`src/pfrc_pkg.sv`:
```
// Shared constants, types and conversion functions for the PCM format and rate converter.
package pfrc_pkg;

   localparam int COUNT_BITS    = 24;
   localparam int MAX_RATIO     = 12;
   localparam int N_BITS        = $clog2(MAX_RATIO + 1);
   localparam int CAP_BITS      = 24;
   localparam int FW_BITS       = 24;
   localparam int CMP_BITS      = (COUNT_BITS > CAP_BITS) ? COUNT_BITS : CAP_BITS;
   localparam int RATE_BITS     = 16;
   localparam int SAMPLE_BITS   = 16;
   localparam int PHASE_BITS    = 18;
   localparam int Q_BITS        = 20;
   localparam int RATE_MIN      = 4000;
   localparam int RATE_MAX      = 48000;
   localparam int CSR_ADDR_BITS = 5;
   localparam int CSR_DATA_BITS = 32;
   localparam int QUEUE_DEPTH   = 4;
   localparam int QPTR_BITS     = $clog2(QUEUE_DEPTH);

   localparam logic signed [Q_BITS-1:0] Q_PHASE_MAX = Q_BITS'(2 ** (PHASE_BITS - 1) - 1);
   localparam logic signed [Q_BITS-1:0] Q_PHASE_MIN = ~Q_PHASE_MAX;
   localparam logic signed [16:0] WIDE_MAX = 17'sd32767;
   localparam logic signed [16:0] WIDE_MIN = -17'sd32768;
   localparam logic [7:0] OFFSET_ZERO = 8'd128;

   typedef enum logic [2:0] {
      REG_SRC_WIDE    = 3'd0,
      REG_SRC_STEREO  = 3'd1,
      REG_DST_WIDE    = 3'd2,
      REG_DST_STEREO  = 3'd3,
      REG_SRC_RATE    = 3'd4,
      REG_DST_RATE    = 3'd5,
      REG_FRAME_LIMIT = 3'd6
   } reg_index_type;

   typedef struct packed {
      logic                 src_wide;
      logic                 src_stereo;
      logic                 dst_wide;
      logic                 dst_stereo;
      logic [RATE_BITS-1:0] src_rate;
      logic [RATE_BITS-1:0] dst_rate;
      logic [CAP_BITS-1:0]  frame_limit;
   } cfg_type;

   typedef struct packed {
      logic [SAMPLE_BITS-1:0] first;
      logic [SAMPLE_BITS-1:0] second;
      logic                   final_frame;
   } entry_type;

   // 8-bit offset samples: (b - 128) * 256 is the byte with its top bit flipped, shifted up.
   function automatic logic signed [SAMPLE_BITS-1:0] widen(input logic [SAMPLE_BITS-1:0] raw,
                                                           input logic wide);
      logic [7:0] off;
      off = raw[7:0] ^ OFFSET_ZERO;
      return wide ? raw : {off, 8'h00};
   endfunction

   function automatic logic [SAMPLE_BITS-1:0] narrow(input logic signed [16:0] v,
                                                     input logic wide);
      logic [SAMPLE_BITS-1:0] t;
      logic [7:0]             b;
      if (v > WIDE_MAX) begin
         t = WIDE_MAX[15:0];
      end else if (v < WIDE_MIN) begin
         t = WIDE_MIN[15:0];
      end else begin
         t = v[15:0];
      end
      b = t[15:8] ^ OFFSET_ZERO;
      return wide ? t : {8'h00, b};
   endfunction

   function automatic logic [RATE_BITS-1:0] clamp_rate(input logic [RATE_BITS-1:0] r);
      if (r < RATE_BITS'(RATE_MIN)) begin
         return RATE_BITS'(RATE_MIN);
      end else if (r > RATE_BITS'(RATE_MAX)) begin
         return RATE_BITS'(RATE_MAX);
      end
      return r;
   endfunction

   function automatic logic [FW_BITS-1:0] frames_of(input logic [COUNT_BITS-1:0] c);
      logic [CMP_BITS-1:0] t;
      t = CMP_BITS'(c);
      return t[FW_BITS-1:0];
   endfunction

endpackage

```
`src/pfrc_csr.sv`:
```
// Configuration registers behind the APB-style port.
module pfrc_csr import pfrc_pkg::*; (
   input  logic                     clock,
   input  logic                     reset,
   input  logic                     psel,
   input  logic                     penable,
   input  logic                     pwrite,
   input  logic [CSR_ADDR_BITS-1:0] paddr,
   input  logic [CSR_DATA_BITS-1:0] pwdata,
   output logic [CSR_DATA_BITS-1:0] prdata,
   output logic                     pready,
   output cfg_type                  cfg
);

   cfg_type       cfg_ff, cfg_in;
   reg_index_type idx;
   logic          wr_en;

   assign idx    = reg_index_type'(paddr[CSR_ADDR_BITS-1:2]);
   assign pready = 1'b1;
   assign wr_en  = psel && penable && pwrite;
   assign cfg    = cfg_ff;

   always_comb begin
      cfg_in = cfg_ff;
      if (wr_en) begin
         unique case (idx)
            REG_SRC_WIDE:    cfg_in.src_wide    = pwdata[0];
            REG_SRC_STEREO:  cfg_in.src_stereo  = pwdata[0];
            REG_DST_WIDE:    cfg_in.dst_wide    = pwdata[0];
            REG_DST_STEREO:  cfg_in.dst_stereo  = pwdata[0];
            REG_SRC_RATE:    cfg_in.src_rate    = pwdata[RATE_BITS-1:0];
            REG_DST_RATE:    cfg_in.dst_rate    = pwdata[RATE_BITS-1:0];
            REG_FRAME_LIMIT: cfg_in.frame_limit = pwdata[CAP_BITS-1:0];
            default: ;
         endcase
      end
   end

   always_comb begin
      unique case (idx)
         REG_SRC_WIDE:    prdata = CSR_DATA_BITS'(cfg_ff.src_wide);
         REG_SRC_STEREO:  prdata = CSR_DATA_BITS'(cfg_ff.src_stereo);
         REG_DST_WIDE:    prdata = CSR_DATA_BITS'(cfg_ff.dst_wide);
         REG_DST_STEREO:  prdata = CSR_DATA_BITS'(cfg_ff.dst_stereo);
         REG_SRC_RATE:    prdata = CSR_DATA_BITS'(cfg_ff.src_rate);
         REG_DST_RATE:    prdata = CSR_DATA_BITS'(cfg_ff.dst_rate);
         REG_FRAME_LIMIT: prdata = CSR_DATA_BITS'(cfg_ff.frame_limit);
         default:         prdata = '0;
      endcase
   end

   always_ff @(posedge clock) begin
      if (reset) begin
         cfg_ff.src_wide    <= 1'b1;
         cfg_ff.src_stereo  <= 1'b0;
         cfg_ff.dst_wide    <= 1'b1;
         cfg_ff.dst_stereo  <= 1'b0;
         cfg_ff.src_rate    <= RATE_BITS'(8000);
         cfg_ff.dst_rate    <= RATE_BITS'(8000);
         cfg_ff.frame_limit <= {CAP_BITS{1'b1}};
      end else begin
         cfg_ff <= cfg_in;
      end
   end

endmodule

```
`src/pfrc_front.sv`:
```
// Front end: converts one source frame into destination format and channel layout.
module pfrc_front import pfrc_pkg::*; (
   input  cfg_type                cfg,
   input  logic [SAMPLE_BITS-1:0] first_sample,
   input  logic [SAMPLE_BITS-1:0] second_sample,
   input  logic                   final_frame,
   output entry_type              entry
);

   logic signed [SAMPLE_BITS-1:0] c0, c1;
   logic signed [16:0]            sum, sum_adj, avg, v_first, v_second;

   always_comb begin
      c0       = widen(first_sample, cfg.src_wide);
      c1       = cfg.src_stereo ? widen(second_sample, cfg.src_wide) : c0;
      sum      = 17'(c0) + 17'(c1);
      // halve toward zero: bias negative sums by one before the shift
      sum_adj  = sum + 17'(sum[16]);
      avg      = sum_adj >>> 1;
      v_first  = (cfg.src_stereo && !cfg.dst_stereo) ? avg : 17'(c0);
      v_second = 17'(c1);
      entry.first       = narrow(v_first, cfg.dst_wide);
      entry.second      = cfg.dst_stereo ? narrow(v_second, cfg.dst_wide) : '0;
      entry.final_frame = final_frame;
   end

endmodule

```
`src/pfrc_queue.sv`:
```
// Short queue of converted frames between front end and sequencer.
module pfrc_queue import pfrc_pkg::*; (
   input  logic      clock,
   input  logic      reset,
   input  logic      wr_en,
   input  entry_type wr_data,
   output logic      full,
   input  logic      rd_en,
   output entry_type rd_data,
   output logic      rd_valid
);

   entry_type            slot_ff [QUEUE_DEPTH];
   logic [QPTR_BITS-1:0] wr_ptr_ff, wr_ptr_in, rd_ptr_ff, rd_ptr_in;
   logic [QPTR_BITS:0]   count_ff, count_in;
   logic                 do_wr, do_rd;

   assign full     = count_ff == (QPTR_BITS + 1)'(QUEUE_DEPTH);
   assign rd_valid = count_ff != '0;
   assign rd_data  = slot_ff[rd_ptr_ff];
   assign do_wr    = wr_en && !full;
   assign do_rd    = rd_en && rd_valid;

   always_comb begin
      wr_ptr_in = do_wr ? wr_ptr_ff + QPTR_BITS'(1) : wr_ptr_ff;
      rd_ptr_in = do_rd ? rd_ptr_ff + QPTR_BITS'(1) : rd_ptr_ff;
      count_in  = count_ff + (QPTR_BITS + 1)'(do_wr) - (QPTR_BITS + 1)'(do_rd);
   end

   always_ff @(posedge clock) begin
      if (reset) begin
         wr_ptr_ff <= '0;
         rd_ptr_ff <= '0;
         count_ff  <= '0;
      end else begin
         wr_ptr_ff <= wr_ptr_in;
         rd_ptr_ff <= rd_ptr_in;
         count_ff  <= count_in;
      end
   end

   always_ff @(posedge clock) begin
      if (do_wr) begin
         slot_ff[wr_ptr_ff] <= wr_data;
      end
   end

endmodule

```
`src/pfrc_back.sv`:
```
// Phase-accumulator back end: one result per cycle unless stalled, and the result register.
module pfrc_back import pfrc_pkg::*; (
   input  logic                   clock,
   input  logic                   reset,
   input  cfg_type                cfg,
   input  entry_type              head,
   input  logic                   head_valid,
   output logic                   head_pop,
   output logic                   empty,
   input  logic                   pop,
   output logic [SAMPLE_BITS-1:0] rsp_out_first,
   output logic [SAMPLE_BITS-1:0] rsp_out_second,
   output logic                   rsp_is_summary,
   output logic [FW_BITS-1:0]     rsp_frames_written,
   output logic                   rsp_run_end
);

   typedef enum logic [2:0] {
      ST_START   = 3'b001,
      ST_RUN     = 3'b010,
      ST_SUMMARY = 3'b100
   } seq_state_type;

   seq_state_type           state_ff, state_in;
   logic [COUNT_BITS-1:0]   count_ff, count_in, cnt_inc;
   logic signed [PHASE_BITS-1:0] phase_ff, phase_in;
   logic signed [Q_BITS-1:0] q_ff, q_in;
   logic [N_BITS-1:0]       n_ff, n_in;
   logic                    entered_ff, entered_in;
   logic [SAMPLE_BITS-1:0]  held_a_ff, held_a_in, held_b_ff, held_b_in;

   logic                    out_valid_ff, out_valid_in;
   logic [SAMPLE_BITS-1:0]  out_first_ff, out_first_in, out_second_ff, out_second_in;
   logic                    out_summary_ff, out_summary_in, out_end_ff, out_end_in;
   logic [FW_BITS-1:0]      out_frames_ff, out_frames_in;

   logic signed [Q_BITS-1:0] sr, dr, q_cur, q_sr, q_2sr, q_end, q_diff;
   logic [N_BITS-1:0]       n_cur;
   logic                    first, in_loop, full_cur, full_next, entered_cur;
   logic                    emit, more, finish, need_slot, slot_free, fire, summary_now;
   logic [SAMPLE_BITS-1:0]  held_a_cur, held_b_cur;

   function automatic logic in_window(input logic signed [Q_BITS-1:0] q,
                                      input logic signed [Q_BITS-1:0] d);
      return (q >= 0) && (q < d);
   endfunction

   always_comb begin
      sr      = $signed(Q_BITS'(clamp_rate(cfg.src_rate)));
      dr      = $signed(Q_BITS'(clamp_rate(cfg.dst_rate)));
      first   = state_ff == ST_START;
      in_loop = state_ff != ST_SUMMARY;
      cnt_inc = count_ff + COUNT_BITS'(1);
      full_cur  = (CMP_BITS'(count_ff) >= CMP_BITS'(cfg.frame_limit)) ||
                  (count_ff == {COUNT_BITS{1'b1}});
      full_next = (CMP_BITS'(cnt_inc) >= CMP_BITS'(cfg.frame_limit)) ||
                  (cnt_inc == {COUNT_BITS{1'b1}});
      q_cur       = first ? Q_BITS'(phase_ff) : q_ff;
      n_cur       = first ? '0 : n_ff;
      entered_cur = first ? !full_cur : entered_ff;
      // latch the current frame when it is the nearest-earlier source for the pending slot
      if (first && !full_cur && in_window(q_cur, dr)) begin
         held_a_cur = head.first;
         held_b_cur = head.second;
      end else begin
         held_a_cur = held_a_ff;
         held_b_cur = held_b_ff;
      end
      q_sr  = q_cur + sr;
      q_2sr = q_sr + sr;
      emit  = in_loop && !full_cur && (n_cur < N_BITS'(MAX_RATIO)) && (q_sr <= dr);
      more  = !full_next && ((n_cur + N_BITS'(1)) < N_BITS'(MAX_RATIO)) && (q_2sr <= dr);
      finish      = in_loop && !(emit && more);
      summary_now = (state_ff == ST_SUMMARY) || (finish && !emit && head.final_frame);
      need_slot   = emit || summary_now;
      slot_free   = !out_valid_ff || pop;
      fire        = head_valid && (!need_slot || slot_free);
      head_pop    = fire && (summary_now || (finish && !head.final_frame));
      q_end  = emit ? q_sr : q_cur;
      q_diff = q_end - dr;
   end

   // sequencer next state
   always_comb begin
      state_in = state_ff;
      unique case (state_ff)
         ST_START, ST_RUN: begin
            if (fire) begin
               if (!finish) begin
                  state_in = ST_RUN;
               end else if (emit && head.final_frame) begin
                  state_in = ST_SUMMARY;
               end else begin
                  state_in = ST_START;
               end
            end
         end
         ST_SUMMARY: begin
            if (fire) begin
               state_in = ST_START;
            end
         end
         default: state_in = ST_START;
      endcase
   end

   always_comb begin
      count_in   = count_ff;
      phase_in   = phase_ff;
      q_in       = q_ff;
      n_in       = n_ff;
      entered_in = entered_ff;
      held_a_in  = held_a_ff;
      held_b_in  = held_b_ff;
      if (fire && in_loop) begin
         entered_in = entered_cur;
         held_a_in  = held_a_cur;
         held_b_in  = held_b_cur;
         if (emit) begin
            count_in = cnt_inc;
            q_in     = q_sr;
            n_in     = n_cur + N_BITS'(1);
            if (in_window(q_sr, dr)) begin
               held_a_in = head.first;
               held_b_in = head.second;
            end
         end
         if (finish && entered_cur) begin
            if (q_diff > Q_PHASE_MAX) begin
               phase_in = Q_PHASE_MAX[PHASE_BITS-1:0];
            end else if (q_diff < Q_PHASE_MIN) begin
               phase_in = Q_PHASE_MIN[PHASE_BITS-1:0];
            end else begin
               phase_in = q_diff[PHASE_BITS-1:0];
            end
         end
      end
      // buffer closes: drop the pending frame and start over
      if (fire && summary_now) begin
         count_in  = '0;
         phase_in  = '0;
         held_a_in = '0;
         held_b_in = '0;
      end
   end

   always_comb begin
      out_valid_in   = out_valid_ff && !pop;
      out_first_in   = out_first_ff;
      out_second_in  = out_second_ff;
      out_summary_in = out_summary_ff;
      out_frames_in  = out_frames_ff;
      out_end_in     = out_end_ff;
      if (fire && need_slot) begin
         out_valid_in = 1'b1;
         if (emit) begin
            out_first_in   = held_a_cur;
            out_second_in  = held_b_cur;
            out_summary_in = 1'b0;
            out_frames_in  = frames_of(cnt_inc);
            out_end_in     = !more && !head.final_frame;
         end else begin
            out_first_in   = '0;
            out_second_in  = '0;
            out_summary_in = 1'b1;
            out_frames_in  = frames_of(count_ff);
            out_end_in     = 1'b1;
         end
      end
   end

   always_ff @(posedge clock) begin
      if (reset) begin
         state_ff     <= ST_START;
         out_valid_ff <= 1'b0;
         count_ff     <= '0;
         phase_ff     <= '0;
         held_a_ff    <= '0;
         held_b_ff    <= '0;
      end else begin
         state_ff     <= state_in;
         out_valid_ff <= out_valid_in;
         count_ff     <= count_in;
         phase_ff     <= phase_in;
         held_a_ff    <= held_a_in;
         held_b_ff    <= held_b_in;
      end
   end

   always_ff @(posedge clock) begin
      q_ff           <= q_in;
      n_ff           <= n_in;
      entered_ff     <= entered_in;
      out_first_ff   <= out_first_in;
      out_second_ff  <= out_second_in;
      out_summary_ff <= out_summary_in;
      out_frames_ff  <= out_frames_in;
      out_end_ff     <= out_end_in;
   end

   assign empty              = !out_valid_ff;
   assign rsp_out_first      = out_first_ff;
   assign rsp_out_second     = out_second_ff;
   assign rsp_is_summary     = out_summary_ff;
   assign rsp_frames_written = out_frames_ff;
   assign rsp_run_end        = out_end_ff;

endmodule

```
`src/pcm_format_rate_converter.sv`:
```
// Top level of the PCM format and rate converter.
//
// Nearest-earlier PCM resampler with sample format and channel conversion. Each source
// frame pushed in is converted at once (8-bit offset or 16-bit signed, mono or stereo,
// stereo to mono by averaging toward zero, saturated to the destination format) and
// written into a four-entry frame queue. A sequencer behind the queue runs the phase
// accumulator and, while the result register is not held, emits one beat per cycle into
// it: destination frames whose nearest-earlier source frame this is, then a summary beat
// with the frame count after a frame marked final. A source frame yields at most 12 data
// beats, the rest carried to the next frame. The summary beat of a final frame follows
// its data beats as a step of its own, or is issued with the frame if it yields none.
// Downsampling runs at one frame per cycle while the result register is not held;
// upsampling runs at the result rate. The result register holds a beat until pop, and
// the frame queue keeps accepting frames meanwhile until its four entries are taken.
// With the queue and the result register free, the first beat of an accepted frame is
// registered in the frame queue and then in the result register before it shows on the
// result ports. Configuration registers sit at byte addresses 4*i (src_wide, src_stereo,
// dst_wide, dst_stereo, src_rate, dst_rate, frame_limit); write them only while no frame
// is in flight. Rates are clamped to 4000..48000 Hz.
module pcm_format_rate_converter import pfrc_pkg::*; (
   input  logic                     clock,
   input  logic                     reset,
   // source frames
   input  logic                     push,
   output logic                     full,
   input  logic [SAMPLE_BITS-1:0]   req_first_sample,
   input  logic [SAMPLE_BITS-1:0]   req_second_sample,
   input  logic                     req_final_frame,
   // destination frames and summaries
   output logic                     empty,
   input  logic                     pop,
   output logic [SAMPLE_BITS-1:0]   rsp_out_first,
   output logic [SAMPLE_BITS-1:0]   rsp_out_second,
   output logic                     rsp_is_summary,
   output logic [FW_BITS-1:0]       rsp_frames_written,
   output logic                     rsp_run_end,
   // configuration
   input  logic                     psel,
   input  logic                     penable,
   input  logic                     pwrite,
   input  logic [CSR_ADDR_BITS-1:0] paddr,
   input  logic [CSR_DATA_BITS-1:0] pwdata,
   output logic [CSR_DATA_BITS-1:0] prdata,
   output logic                     pready
);

   cfg_type   cfg;
   entry_type front_entry, head;
   logic      head_valid, head_pop;

   // register file; writes land at the access phase
   pfrc_csr u_csr (
      .clock   (clock),
      .reset   (reset),
      .psel    (psel),
      .penable (penable),
      .pwrite  (pwrite),
      .paddr   (paddr),
      .pwdata  (pwdata),
      .prdata  (prdata),
      .pready  (pready),
      .cfg     (cfg)
   );

   // format and channel conversion ahead of the queue
   pfrc_front u_front (
      .cfg           (cfg),
      .first_sample  (req_first_sample),
      .second_sample (req_second_sample),
      .final_frame   (req_final_frame),
      .entry         (front_entry)
   );

   // hold converted frames while the sequencer works off earlier ones
   pfrc_queue u_queue (
      .clock    (clock),
      .reset    (reset),
      .wr_en    (push),
      .wr_data  (front_entry),
      .full     (full),
      .rd_en    (head_pop),
      .rd_data  (head),
      .rd_valid (head_valid)
   );

   // phase accumulator, emission sequencing and the result register
   pfrc_back u_back (
      .clock              (clock),
      .reset              (reset),
      .cfg                (cfg),
      .head               (head),
      .head_valid         (head_valid),
      .head_pop           (head_pop),
      .empty              (empty),
      .pop                (pop),
      .rsp_out_first      (rsp_out_first),
      .rsp_out_second     (rsp_out_second),
      .rsp_is_summary     (rsp_is_summary),
      .rsp_frames_written (rsp_frames_written),
      .rsp_run_end        (rsp_run_end)
   );

endmodule

```
`config.mk`:
```
export PLATFORM = sky130hd
export DESIGN_NAME = pcm_format_rate_converter
export DESIGN_NICKNAME = d
export VERILOG_FILES = /design/src/pfrc_pkg.sv /design/src/pfrc_csr.sv /design/src/pfrc_front.sv /design/src/pfrc_queue.sv /design/src/pfrc_back.sv /design/src/pcm_format_rate_converter.sv
export SDC_FILE = /design/constraint.sdc
export NUM_CORES = 1
export LEC_CHECK = 0
export ABC_AREA = 1
export BUFFER_PORTS_ARGS = -buffer_cell sky130_fd_sc_hd__buf_2
export CAP_MARGIN = 20
export CORE_MARGIN = 2
export CORE_UTILIZATION = 50
export DETAILED_ROUTE_END_ITERATION = 10
export GPL_ROUTABILITY_DRIVEN = 0
export PLACE_DENSITY = 0.66
export SLEW_MARGIN = 20
export SYNTH_ARGS = -nofsm -noshare
export SYNTH_HDL_FRONTEND = slang
export SYNTH_SLANG_ARGS = --single-unit
export TNS_END_PERCENT = 100
```
`constraint.sdc`:
```
create_clock -name clock -period 9.7 [get_ports clock]
set_input_delay 1.94 -clock clock [delete_from_list [all_inputs] [get_ports clock]]
set_output_delay 1.94 -clock clock [all_outputs]
set_load 0.02 [all_outputs]
```
### After elaboration in Yosys (flattened, before gate mapping)

Memories as Yosys holds them, arrays and structs flattened. A register that Yosys moved wholly into a read port is not among the register bits.
Index checks and enable logic that the tools add are counted.

* flip-flop bits (word level): 228
* RAM bits: 132
* bits of input ports: 77
* output and inout bits: 93
* memories: 1

Memories
* u_queue.slot_ff: depth 4, width 33, read ports 1, clocked after Yosys merged registers in 1, wr ports 1, RTL line pfrc_queue.sv:13 `entry_type slot_ff [QUEUE_DEPTH];`

* add/sub/neg operators: 11
* $lt $le $gt $ge: 20
* equal/unequal tests: 15
* multiplexer cells: 46
* bitwise operators: 4
* reductions and logical operators: 60

Operator list (count)
* 16-bit two-way mux: 22
* 24-bit one-hot mux with 7 select lines: 1
* 24-bit == test (second input constant): 2
* 24-bit >= comparator: 2
* 16-bit greater-than comparator (second input constant): 3
* 20-bit by 17-bit adder with 20-bit output: 2
* 20-bit by 1-bit >= comparator with 1-bit output (second input constant): 2
* 20-bit by 17-bit <= comparator with 1-bit output: 2
* 20-bit by 17-bit less-than comparator with 1-bit output: 2
* 20-bit two-way mux: 2
* 18-bit two-way mux: 2
* 16-bit by 12-bit less-than comparator with 1-bit output (second input constant): 2
* 1-bit logical AND: 28
* 24-bit by 1-bit adder with 24-bit output (second input constant): 1
* 24-bit two-way mux: 1
* 20-bit by 18-bit greater-than comparator with 1-bit output (second input constant): 1
* 20-bit by 18-bit less-than comparator with 1-bit output (second input constant): 1
* 2-bit AND reduction: 10
* 20-bit by 17-bit subtractor with 20-bit output: 1
* 16-bit by 16-bit adder with 17-bit output: 1
* 17-bit by 1-bit adder with 17-bit output: 1
* 17-bit by 16-bit greater-than comparator with 1-bit output (second input constant): 1
* 17-bit by 16-bit less-than comparator with 1-bit output (second input constant): 1
* 17-bit two-way mux: 1
* 22 further kinds: 64

### Logic depth before layout (Yosys ltp)

* word-level depth: 22
* depth in mapped cells: 63

### Hierarchy

A second synthesis with hierarchy kept.

* cell total of the unflattened synthesis: 3129
* area total of the unflattened synthesis: 23909.2 µm²

By module, submodules not included
* pfrc_back: instances 1, cells each 1815, area an instance 13223.9 µm², sequential area each 4053.9 µm²
* pfrc_queue: instances 1, cells each 385, area an instance 5401.4 µm², sequential area each 4144.0 µm²
* pfrc_csr: instances 1, cells each 424, area an instance 2870.3 µm², sequential area each 1201.2 µm²
* pfrc_front: instances 1, cells each 505, area an instance 2413.6 µm², sequential area each 0.0 µm²

### Worst setup path before layout

Ideal clock, no wire load.

* path kind: register -> register
* start point: register u_csr.cfg_ff, in the netlist u_csr.cfg[55]
* end point: register u_back.phase_ff[7]
* setup time: 0.122 ns
* arrival: 7.142 ns
* slack: 2.436 ns
* cell stages (with the launch flop): 54
* buffers on the path: 5
* clock period less this slack: 7.264 ns
* cell sequence: dfxtp_1 inv_2 nor2_1 nand2_1 nor2_2 nand2_2 nand2_4 nand2_1 nor2_1 ha_1 inv_1 fa_1 inv_1 nand3_1 nand2_1 nand2_1 o21ai_2 nand3_1 [... 18 more ...] inv_1 a31oi_1 o21ai_0 a21oi_1 o21bai_1 a21oi_1 o21bai_1 a21oi_1 o21bai_1 a21o_1 a21oi_1 nand3_1 nor2_1 nand2_1 nand3_2 a21oi_4 buf_6 a21oi_2

* cells in the longest elaborated chain, start to end: 20
* elaborated cells between the ends (all ways): 34

RTL lines
* start: declaration: RTL line pfrc_csr.sv:15 `cfg_type cfg_ff, cfg_in;`
* start signal: assignment: RTL line pfrc_csr.sv:63 `cfg_ff <= cfg_in;`
* 16-bit greater-than comparator: RTL line pfrc_pkg.sv:79 `end else if (r > RATE_BITS'(RATE_MAX)) begin`
* 1-bit two-way mux: RTL line pfrc_pkg.sv:79
* 1-bit two-way mux: RTL line pfrc_pkg.sv:77 `if (r < RATE_BITS'(RATE_MIN)) begin`
* 16-bit two-way mux *: RTL line pfrc_pkg.sv:82 `return r;`
* 20-bit by 17-bit adder with 20-bit output *: RTL line pfrc_back.sv:69 `q_sr = q_cur + sr;`
* named net u_back.q_sr[12]: RTL line pfrc_back.sv:37 `logic signed [Q_BITS-1:0] sr, dr, q_cur, q_sr, q_2sr, q_end, q_diff;`
* parallel branches: the longest is 15 deep, another holds 20-bit by 17-bit <= comparator with 1-bit output
* end signal: assignment: RTL line pfrc_back.sv:184 `phase_ff <= phase_in;`
* end: declaration: RTL line pfrc_back.sv:26 `logic signed [PHASE_BITS-1:0] phase_ff, phase_in;`

Mark *: on every way through the listed nets, which the timed path passes.
A chain may end at the register's enable or synchronous reset.

### Worst setup path in the final report

* start point: register u_csr.cfg_ff, in the netlist u_csr.cfg[55]
* end point: register u_back.phase_ff[0]

The elaborated chain is that of the path after synthesis.

==> metrics.md <==
| Metric | Value |
|---|---|
| WL final | 60800 um |
| First-pass GRT wire length | between 90000 and 100000 um |
| #FFs+latches synth | around 360 |
| Rel. slew slack | 0.271 |
| Final setup fails | 0 |
| Slowest-stage cell, CP | a21oi_4 |
| Yosys warnings | 0 |
| Setup_tns | 0 ps |
| Port bufs | 150 |
| Largest cells by area after synthesis | edfxtp_1, dfxtp_1, nand2_1 |
| Initial DRC Count | approximately 1500 |
| Crit-path max cell delay | 550 ps |
| Register area share after synthesis | 0.416 |
| Fin. Hold Viols | 0 |
| Layout cell share with drive strength beyond 1 | 0.121 |
| Skew-Pair Late Insertion Delay | roughly 570 ps |
| Layout Skew | 21.7 ps |
| DRC | 0 |
| Cells after Synth | 2800 |
| Die area | approximately 47000 um2 |
| Vias/cell | between 5 and 6 |
| HP Class | flip-flop to flip-flop |
| Sink Count | 362 |
| Die width | about 220 um |
| TritonCTS clock tree | built |
| Initial antenna violation count | 5 |
| Total gr overflow | 0 |
| Post-synth cell types | 66 |
| Pin count of the biggest net entering global routing | between 60 and 70 |
| All-layer global routing usage | 0.258 |
| Most frequent CP cell | nand2_1 |
| Post-DR wirelength/cell | approximately 17 um |
| RSZ-0062 raised after global routing | false |
| Number of setup buffers added after CTS | 0 |
| FF-to-FF path depth | 53 |
| H-tree levels | 2 |
| Reg2reg start | u_csr.cfg[55] |
| Req. time, crit path | around 10000 ps |
| Slew Limit Fails | 0 |
| Most frequent cells in the layout | nand2_1, inv_1, o21ai_0, nor2_1, a21oi_1 |
| CTS buffer count | just over 40 |
| Max frequency | approximately 110 MHz |
| Die Y | ~220 um |
| Detailed placement HPWL | 45100 um |
| Syn-to-layout area delta | 11.4% |
| Status | completed |
| FF-to-FF End | u_back.phase_ff[0] |
| Critical Setup Path Class | flip-flop to flip-flop |
| Post-CTS sizing | 0 |
| Reg clk slew, reported paths | 60 ps |
| Commonest non-fill, non-tap cell in the layout | nand2_1 |
| CP Launch Point | u_csr.cfg[55] |
| Clock Tree Root | clkbuf_16 |
| CP startpoint kind | flip-flop |
| Detail Route Antenna Nets | 0 |
| Starting Density | 0.509 |
| Max-Cap Viols | 0 |
| Number of global-route vias before repair | approximately 18000 |
| Largest area contributor in the netlist | edfxtp_1 |
| Reg2Reg Setup Slack | 1000 ps |
| Crit Path Max Fanout | 66 |
| Worst Tran Pin Value | 1090 ps |
| Post-synth top area share | 0.286 |
| Final Cycle Share | 0.897 |
| Maximum clock insertion buffer count | 3 |
| Vias | between 15000 and 20000 |
| Site Rows | 77 |
| Number of synthesized flops with an enable pin | about 220 |
| CP Capture Type | flip-flop |
| Core area | ~44000 um2 |
| Nets | between 3000 and 4000 |
| DRT Pass-1 Iters | 5 |
| IO Pins | 170 |
| Async SR Flop Fraction | 0 |
| Register Area | 9400 um2 |
| Main synth FF type | edfxtp_1 |
| Hold_buf cts | 0 |
| Fillers | 4019 |
| Fin crit period | between 8000 and 9000 ps |
| Crit path capture | u_back.phase_ff[0] |
| Multi-input gate area | 11400 um2 |
| Mapped Area | 22600 um2 |
| Synth Area per Inst | 8.07 um2 |
| Critical Path AT | approximately 9100 ps |
Yosys cell counts, drive strengths merged, types with 31 or more instances:
cell    instances
nand2         576
inv           332
o21ai         310
nor2          262
a21oi         235
edfxtp        215
ha            161
dfxtp         147
nand3         111
clkbuf         69
xor2           58
buf            46
nor3           31
worst max-delay path, delay by kind of cell, from the launching register on:
kind,cells,cell delay (ps)
xor gates and xnor gates,1,390
buffers and inverters,7,520
adders and majority gates,3,1000
and+or+nand+nor,34,4100
AOI/OAI and AO/OA,8,1950
DFF,1,510
flip-flops by register name, summed over array words and instances (netlist names), named ones only:
| name | flops |
|---|---|
| u_queue.slot_ff | 132 |
| u_csr.cfg | 60 |
| u_back.count_ff | 24 |
| u_back.rsp_frames_written | 24 |
| u_back.q_ff | 20 |
| u_back.phase_ff | 18 |
| u_back.held_a_ff | 16 |
| u_back.held_b_ff | 16 |
| u_back.rsp_out_first | 16 |
| u_back.rsp_out_second | 16 |
| u_back.n_ff | 4 |
| u_back.state_ff | 3 |
| u_queue.count_ff | 3 |
| u_queue.rd_ptr_ff | 2 |
| u_queue.wr_ptr_ff | 2 |
| u_back.entered_ff | 1 |
| u_back.out_valid_ff | 1 |
| u_back.rsp_is_summary | 1 |
| u_back.rsp_run_end | 1 |
per-stage QoR:
stage	instances	instance area, um2	util	setup WS [ps]	hold slack [ps]
after global routing	3531	25200	0.567	140	472
after CTS	3524	25100	0.565	1060	454
final	3533	25200	0.567	1000	452
after global placement	3451	23700	0.534	1390	437
after floorplan	2807	22600	-	2440	430
after detailed placement	3451	23700	0.534	1080	445
worst min path at each step:
stage,start,endpoint,cells past startpoint
finish,u_back.held_a_ff[8],u_back.held_a_ff[8],2
global route,u_back.held_a_ff[9],u_back.held_a_ff[9],2
CTS,u_back.held_b_ff[3],u_back.held_b_ff[3],2
detailed placement,u_back.held_b_ff[3],u_back.held_b_ff[3],2
global placement,u_back.held_b_ff[6],u_back.held_b_ff[6],2
floorplan,u_back.held_a_ff[14],u_back.held_a_ff[14],2
routing by layer:
metal  wire [um]  share of wire  global-route usage
met5           0              0                   0
met4        1860          0.031              0.0817
met3        4230          0.070              0.0401
met2       26700           0.44               0.406
met1       28000           0.46               0.365
logic make-up (layout without fill, tap and decap cells):
kind of cell	count (synthesis)	count (layout)	share of synthesized area
AND/OR/NAND/NOR	1035	1035	0.197
AO/OA/AOI/OAI	708	708	0.182
buffers and inverters	450	579	0.0815
flip-flops	362	362	0.416
adder cells (fa/ha/maj)	166	166	0.0935
XOR/XNOR	76	76	0.0294
other	2	14	0.000332
multiplexers	1	1	0.000443
cell type report:
class,count,area share
antenna,5,0.000497
clock buffer,51,0.0443
clock inverter,22,0.00944
inverter,335,0.0500
multi-input combinational,1995,0.454
sequential,362,0.373
tap,592,0.0294
timing repair buffer,171,0.0389
Power is left out: the tool's default activity adds up to more than one toggle a clock period on the data nets, which glitch-free logic cannot reach.
